===== src/design/ccb_pkg.sv =====
// Shared types, constants and control structs of the lower CSC builder.
`default_nettype none
package ccb_pkg;

	localparam int MAX_ORDER   = 1024;
	localparam int MAX_ENTRIES = 4096;
	localparam int PTR_DEPTH   = MAX_ORDER + 1;
	localparam int EA_W        = $clog2(MAX_ENTRIES);
	localparam int PA_W        = $clog2(PTR_DEPTH);

	typedef enum logic [2:0] {
		REQ_CLEAR    = 3'd0,
		REQ_LOAD     = 3'd1,
		REQ_BUILD    = 3'd2,
		REQ_READ_PTR = 3'd3,
		REQ_READ_ENT = 3'd4
	} req_t;

	typedef enum logic [1:0] {
		ST_OK      = 2'd0,
		ST_DROPPED = 2'd1,
		ST_FULL    = 2'd2,
		ST_BAD_IDX = 2'd3
	} status_t;

	typedef enum logic [3:0] {
		S_IDLE, S_EXEC, S_LD_RD, S_LD_CMP, S_RD_WAIT,
		S_BD_RD, S_BD_CHK, S_BD_PFILL, S_BD_TAIL, S_DONE
	} state_t;

	typedef struct packed {
		logic [9:0]         row;
		logic [9:0]         col;
		logic signed [31:0] value;
	} entry_t;

	typedef struct packed {
		logic    capture;
		logic    clear;
		logic    set_code;
		status_t code;
		logic    ld_init;
		logic    ld_rd;
		logic    ld_shift;
		logic    ld_put;
		logic    rd_issue;
		logic    bd_init;
		logic    bd_rd;
		logic    bd_skip;
		logic    bd_merge;
		logic    bd_new;
		logic    bd_pfill;
		logic    bd_flush;
		logic    bd_finish;
		logic    result_load;
	} cmd_t;

	typedef struct packed {
		logic [2:0] req;
		status_t    ld_code;
		logic       rd_ok;
		logic       j_zero;
		logic       ld_gt;
		logic       bd_more;
		logic       bd_drop;
		logic       bd_dup;
		logic       pfill_more;
		logic       tail_more;
		logic       out_free;
	} stat_t;

endpackage
`default_nettype wire


===== src/design/ccb_ctrl.sv =====
// Controller state machine of the lower CSC builder.
`default_nettype none
module ccb_ctrl (
	input  wire logic           clk,
	input  wire logic           arst_n,
	input  wire logic           in_valid,
	output logic                in_stall,
	input  wire ccb_pkg::stat_t st,
	output ccb_pkg::cmd_t       cmd
);

	ccb_pkg::state_t state_q, state_d;

	always_ff @(posedge clk or negedge arst_n) begin
		if (!arst_n) begin
			state_q <= ccb_pkg::S_IDLE;
		end else begin
			state_q <= state_d;
		end
	end

	assign in_stall = (state_q != ccb_pkg::S_IDLE);

	always_comb begin
		state_d = state_q;
		cmd     = '0;
		cmd.code = ccb_pkg::ST_OK;
		case (state_q)
			ccb_pkg::S_IDLE: begin
				if (in_valid) begin
					cmd.capture = 1'b1;
					state_d     = ccb_pkg::S_EXEC;
				end
			end
			ccb_pkg::S_EXEC: begin
				cmd.set_code = 1'b1;
				case (st.req)
					ccb_pkg::REQ_CLEAR: begin
						cmd.clear = 1'b1;
						state_d   = ccb_pkg::S_DONE;
					end
					ccb_pkg::REQ_LOAD: begin
						cmd.code = st.ld_code;
						if (st.ld_code == ccb_pkg::ST_OK) begin
							cmd.ld_init = 1'b1;
							state_d     = ccb_pkg::S_LD_RD;
						end else begin
							state_d = ccb_pkg::S_DONE;
						end
					end
					ccb_pkg::REQ_BUILD: begin
						cmd.bd_init = 1'b1;
						state_d     = ccb_pkg::S_BD_RD;
					end
					ccb_pkg::REQ_READ_PTR, ccb_pkg::REQ_READ_ENT: begin
						if (st.rd_ok) begin
							cmd.rd_issue = 1'b1;
							state_d      = ccb_pkg::S_RD_WAIT;
						end else begin
							cmd.code = ccb_pkg::ST_BAD_IDX;
							state_d  = ccb_pkg::S_DONE;
						end
					end
					default: begin
						cmd.code = ccb_pkg::ST_BAD_IDX;
						state_d  = ccb_pkg::S_DONE;
					end
				endcase
			end
			ccb_pkg::S_LD_RD: begin
				if (st.j_zero) begin
					cmd.ld_put = 1'b1;
					state_d    = ccb_pkg::S_DONE;
				end else begin
					cmd.ld_rd = 1'b1;
					state_d   = ccb_pkg::S_LD_CMP;
				end
			end
			ccb_pkg::S_LD_CMP: begin
				if (st.ld_gt) begin
					cmd.ld_shift = 1'b1;
					state_d      = ccb_pkg::S_LD_RD;
				end else begin
					cmd.ld_put = 1'b1;
					state_d    = ccb_pkg::S_DONE;
				end
			end
			ccb_pkg::S_RD_WAIT: begin
				state_d = ccb_pkg::S_DONE;
			end
			ccb_pkg::S_BD_RD: begin
				if (st.bd_more) begin
					cmd.bd_rd = 1'b1;
					state_d   = ccb_pkg::S_BD_CHK;
				end else begin
					cmd.bd_flush = 1'b1;
					state_d      = ccb_pkg::S_BD_TAIL;
				end
			end
			ccb_pkg::S_BD_CHK: begin
				if (st.bd_drop) begin
					cmd.bd_skip = 1'b1;
					state_d     = ccb_pkg::S_BD_RD;
				end else if (st.bd_dup) begin
					cmd.bd_merge = 1'b1;
					state_d      = ccb_pkg::S_BD_RD;
				end else begin
					cmd.bd_new = 1'b1;
					state_d    = ccb_pkg::S_BD_PFILL;
				end
			end
			ccb_pkg::S_BD_PFILL: begin
				if (st.pfill_more) begin
					cmd.bd_pfill = 1'b1;
				end else begin
					state_d = ccb_pkg::S_BD_RD;
				end
			end
			ccb_pkg::S_BD_TAIL: begin
				if (st.tail_more) begin
					cmd.bd_pfill = 1'b1;
				end else begin
					cmd.bd_finish = 1'b1;
					state_d       = ccb_pkg::S_DONE;
				end
			end
			ccb_pkg::S_DONE: begin
				if (st.out_free) begin
					cmd.result_load = 1'b1;
					state_d         = ccb_pkg::S_IDLE;
				end
			end
			default: begin
				state_d = ccb_pkg::S_IDLE;
			end
		endcase
	end

endmodule
`default_nettype wire


===== config.mk =====
export PLATFORM = sky130hd
export DESIGN_NAME = ccb_ctrl
export DESIGN_NICKNAME = d
export VERILOG_FILES = /design/src/design/ccb_pkg.sv /design/src/design/ccb_ctrl.sv
export SDC_FILE = /design/constraint.sdc
export NUM_CORES = 1
export LEC_CHECK = 0
export BUFFER_PORTS_ARGS = -buffer_cell sky130_fd_sc_hd__buf_2
export CORE_MARGIN = 10
export CORE_UTILIZATION = 36
export CTS_CLUSTER_DIAMETER = 200
export CTS_CLUSTER_SIZE = 8
export DETAILED_ROUTE_END_ITERATION = 8
export GPL_ROUTABILITY_DRIVEN = 0
export PLACE_DENSITY = 0.75
export SYNTH_ARGS = -nofsm -noshare
export SYNTH_HDL_FRONTEND = slang
export SYNTH_SLANG_ARGS = --single-unit

===== constraint.sdc =====
create_clock -name clk -period 1.4 [get_ports clk]
set_input_delay 0.07 -clock clk [delete_from_list [all_inputs] [get_ports clk]]
set_output_delay 0.07 -clock clk [all_outputs]
set_load 0.01 [all_outputs]

## After elaboration in Yosys (flattened, before gate mapping)

Cells that the tools add are included.

| storage, ports and cells | value |
|---|---|
| register bits | 4 |
| bits of input ports | 17 |
| output and inout port bits | 20 |
| word-level logic and storage cells | 73 |

| operators by class | value |
|---|---|
| equal/unequal tests | 17 |
| mux-type cells | 48 |
| reductions and logical operators | 7 |

Operators with widths:

| kind | number |
|---|---|
| $mux 4 | 10 |
| $pmux 4 s10 | 1 |
| $mux 1 | 27 |
| $eq 4x3->1 const B | 4 |
| $pmux 4 s3 | 1 |
| $eq 4x2->1 const B | 2 |
| $eq 4x4->1 const B | 2 |
| $mux 2 | 4 |
| $ne 2x2->1 const B | 4 |
| $eq 3x2->1 const B | 2 |
| $pmux 2 s3 | 1 |
| $mux 5 | 1 |
| $eq 4x1->1 const B | 1 |
| $logic_not 4->1 | 1 |
| $pmux 1 s2 | 2 |
| $reduce_and 4->1 | 1 |
| $reduce_bool 4->1 | 1 |
| $reduce_or 2->1 | 2 |
| $eq 3x1->1 const B | 1 |
| $eq 3x3->1 const B | 1 |
| $logic_not 3->1 | 1 |
| $mux 3 | 1 |
| $logic_not 2->1 | 1 |

## Depth between registers and ports, before layout

| depth | value |
|---|---|
| depth after elaboration | 4 |
| mapped depth | 5 |
| gate-level depth less buffers | 4 |

## Worst setup path after synthesis

Ideal clock, no wire load.

| timing path | value |
|---|---|
| path kind | register -> register |
| start point | register state_q[1] |
| end point | register state_q[1] |
| arrival time | 1.638 ns |
| data required time | 1.317 ns |
| setup slack | -0.321 ns |
| cell stages (with the launch flop) | 5 |
| path buffers | 0 |
| period minus slack after synthesis | 1.721 ns |
| cell sequence | dfrtp_1 > or4b_1 > nor4_1 > nor2_1 > o21ai_0 |

| on the way | value |
|---|---|
| cells in the longest elaborated chain, start to end | 3 |
| elaborated cells between the ends (all ways) | 16 |
| those cells by class | 13 x eq/ne; 1 x mux; 2 x reduce/logical |

RTL lines:

| what | line | text |
|---|---|---|
| start: declaration | ccb_ctrl.sv:12 | `ccb_pkg::state_t state_q, state_d;` |
| start signal: assignment | ccb_ctrl.sv:16 | `state_q <= ccb_pkg::S_IDLE;` |
| start signal: assignment | ccb_ctrl.sv:18 | `state_q <= state_d;` |
| $eq 4x3->1, or another cell as far along | ccb_ctrl.sv:28 | `case (state_q)` |
| $ne 2x2->1 (no source line) | - |  |
| $reduce_and 4->1 (no source line) | - |  |

Several ways; a longest one is shown, not always the timed one.
A chain may end at the register's enable or synchronous reset.

==> flow_metrics.py <==
metrics = {
    "setup_path": {
        "worstPathArrival_ns": 1.64,
        "criticalPathCategory": "reg2out",
        "r2r-end": "state_q[0]",
        "rrSetupSlack_ns": -0.16,
        "rr_worst_depth": 4,
        "rr_startpoint": "state_q[1]",
        "crit_path_max_fanout": 5,
        "required_ns": 1.33,
        "startpoint_type": "flop",
        "end_kind": "output pin",
    },
    "clock_network": {
        "insertion_delay_ns": 0.24,
        "path_clk_slew_ns": 0.04,
        "htree_levels": 1,
        "cts_buffers": 3,
        "cts_root_buf": "clkbuf_4",
        "cts_num_sinks": 4,
        "cts_tree": "yes",
        "cts_buffer_depth": 2,
    },
    "power_and_ir_drop": {
        "p_leak_uw": 0.000594,
        "combPwrFrac_pct": 80.6,
        "p_per_area_mw_per_mm2": 1410,
        "irDropWorstVdd_v": 0.000897,
        "swShare_pct": 44.9,
        "p_switching_uw": 762,
        "pwr-share-seq_pct": 11.0,
        "clkPwrFrac_pct": 8.4,
        "intPower_uw": 935,
    },
    "logic_synthesis": {
        "synth_area_sq_um": 563,
        "ys_ff_latch": 4,
        "synth_nets": 99,
        "syn_inst": 82,
        "ys_seq_area_share_pct": 17.8,
        "synth_edf_count": 0,
        "yosys.area.top_type_share_pct": 17.8,
        "ys_async_sr_fraction_pct": 100,
        "ys.flop_type": "dfrtp_1",
        "synth_area_leaders": "dfrtp_1 18%, nor4_1 5.6%, nor4b_1 4.7%",
        "synth_warnings": 0,
        "synth_area_leader_cell": "dfrtp_1",
        "avgSynthCellArea_sq_um": 6.87,
        "synth_cell_types": 31,
    },
    "place": {
        "dp_hpwl_um": 1720,
        "placed_area_sq_um": 860,
        "io_buffer_count": 36,
    },
    "route": {
        "wl_met2_um": 1320,
        "vias": 892,
        "drt_iter0_drc": 11,
        "drtAntennaViolNets": 0,
        "routed-wl-met3_um": 185,
        "highest_layer": "met4",
        "dr.pass1.iters": 4,
        "viasPerCell": 5.75,
        "wl_um": 2460,
        "routedWlPerCell_um": 15.9,
        "drt-met1-wl_um": 949,
        "drc": 0,
    },
    "timing": {
        "final.setup.worst_slack_ns": -0.308,
        "slew_violations": 0,
        "fin_hold_ws_ns": 0.185,
        "finClkSkew_ns": 0.00467,
        "finalHoldViolCount": 0,
        "post-route-min-period_ns": 1.71,
        "fin_setup_tns_ns": -3.25,
        "timing.final.crit_share_pct": 122,
        "fmax_mhz": 585,
        "rsz0062_at_grt": "yes",
        "tightest_slew_ns": 0.307,
        "setup_viol": 23,
        "relSlewSlack_pct": 79.3,
    },
    "global_route": {
        "antenna_found_initial": 0,
        "grt.total_usage_pct": 13.5,
        "grt_pass1_wl_um": 3950,
        "overflow": 0,
        "grt_start_max_net_pins": 12,
        "grt_pass1_vias": 898,
    },
    "cells_and_area": {
        "fin_nets": 158,
        "n_antenna_cell": 0,
        "layout-drive-gt1-share_pct": 66.2,
        "area_delta_synth_final_pct": 114,
        "largest_reg_flops": 4,
        "fin_area_sq_mm": 0.00121,
        "reg.largest.list": "state_q: 4 flops",
        "regMostFlops": "state_q",
    },
    "job": {
        "maxCapViolCount": 0,
    },
    "run_status": {
        "violations": "setup timing",
        "status": "complete, but fails checks",
    },
    "die": {
        "die_y_um": 59.5,
        "pin_count": 37,
        "dieArea_sq_mm": 0.00355,
        "dieWidth_um": 59.5,
        "row_count": 14,
        "start_util_pct": 37.8,
        "core_area_sq_mm": 0.00149,
    },
    "hold_path": {
        "hold_path.class": "in2async",
    },
}
## synthesized netlist by cell type (2+ instances only)
library cell  n
inv_1         6
nor2_1        6
a21oi_1       5
clkbuf_1      5
nand2_1       5
nor4_1        5
o21ai_0       5
dfrtp_1       4
nand2b_1      4
nor3_1        4
nand3b_1      3
nor2b_1       3
nor4b_1       3
a211o_1       2
a211oi_1      2
and3_1        2
o2bb2ai_1     2
o31ai_1       2
or3_1         2
## worst max-delay path by stage
stage	start	end	slack [ns]	cells after the start
final	state_q[1]	cmd[14]	-0.31	5
after global routing	state_q[2]	cmd[15]	-0.39	5
after CTS	state_q[2]	cmd[14]	-0.28	5
after detailed placement	state_q[3]	state_q[0]	-0.13	4
after global placement	state_q[3]	state_q[0]	-0.12	4
after floorplan	state_q[1]	cmd[14]	-0.09	4
## cells by family (layout without fill, tap and decap cells)
family	count (synthesis)	in the layout	synth area share [%]
AOI/OAI and AO/OA	23	23	27.8
buffers and inverters	11	68	7.33
DFF	4	4	17.8
and+or+nand+nor	44	44	47.1
## cell usage in the layout, fill, tap and decap left out, drive strengths merged, types with 2 or more instances in the layout
master,instances
a211o,2
o31ai,2
o2bb2ai,2
and3,2
clkbuf,3
or3,2
nor4b,3
a211oi,2
o21ai,5
inv,6
nor2b,3
nor4,5
nor3,4
a21oi,5
dfrtp,4
nor2,6
buf,58
nand2b,4
nand3b,3
nand2,5
## stage by stage
stage / std cells / utilization, % / total power (uW) / setup slack [ns]
3_3_place_gp: 138 / 57.7 / 1020 / -0.124
6_report: 155 / 81.1 / 1700 / -0.308
5_1_grt: 155 / 81.1 / 1820 / -0.387
3_5_place_dp: 138 / 57.7 / 1040 / -0.133
4_1_cts: 151 / 73.2 / 1460 / -0.284
2_1_floorplan: 82 / - / 742 / -0.0917
## critical path, cell delays in order (launching register included)
cell and delay [ns]:
dfrtp_1 0.39, or4b_4 0.61, inv_4 0.09, o21ai_2 0.05, a21oi_1 0.11, buf_2 0.14
## layout make-up
class	instances	area [sq um]
Tap cell	16	20.0
Clock buffer	3	22.5
Sequential cell	4	100
Inverter	6	25.0
Timing Repair Buffer	59	394
Multi-Input combinational cell	67	646
Fill cell	94	282
## power groups by stage
| stage | Clock [uW] | Sequential, uW | Combinational [uW] |
|---|---|---|---|
| 3_3_place_gp | 0 | 183 | 840 |
| 3_5_place_dp | 0 | 187 | 854 |
| 6_report | 143 | 187 | 1370 |
| 4_1_cts | 145 | 186 | 1130 |
| 5_1_grt | 156 | 190 | 1480 |
| 2_1_floorplan | 0 | 193 | 549 |
## routing by layer
layer  track usage, %  vias up
met5                0        -
met4             4.81        0
met3             4.94        2
met2             24.2       34
met1             14.0      427
li1                 -      429
## timing repair
action | in CTS | in global routing
endpoints found under the setup margin | 22 | 24
hold buffers | 1 | 0
pin swaps | 11 | 8
endpoints found under the hold margin | 4 | 0
gates cloned | 1 | 0
resized for setup | 30 | 20
setup buffers | 9 | 7
No activity file was read; power rests on OpenSTA's default activity.
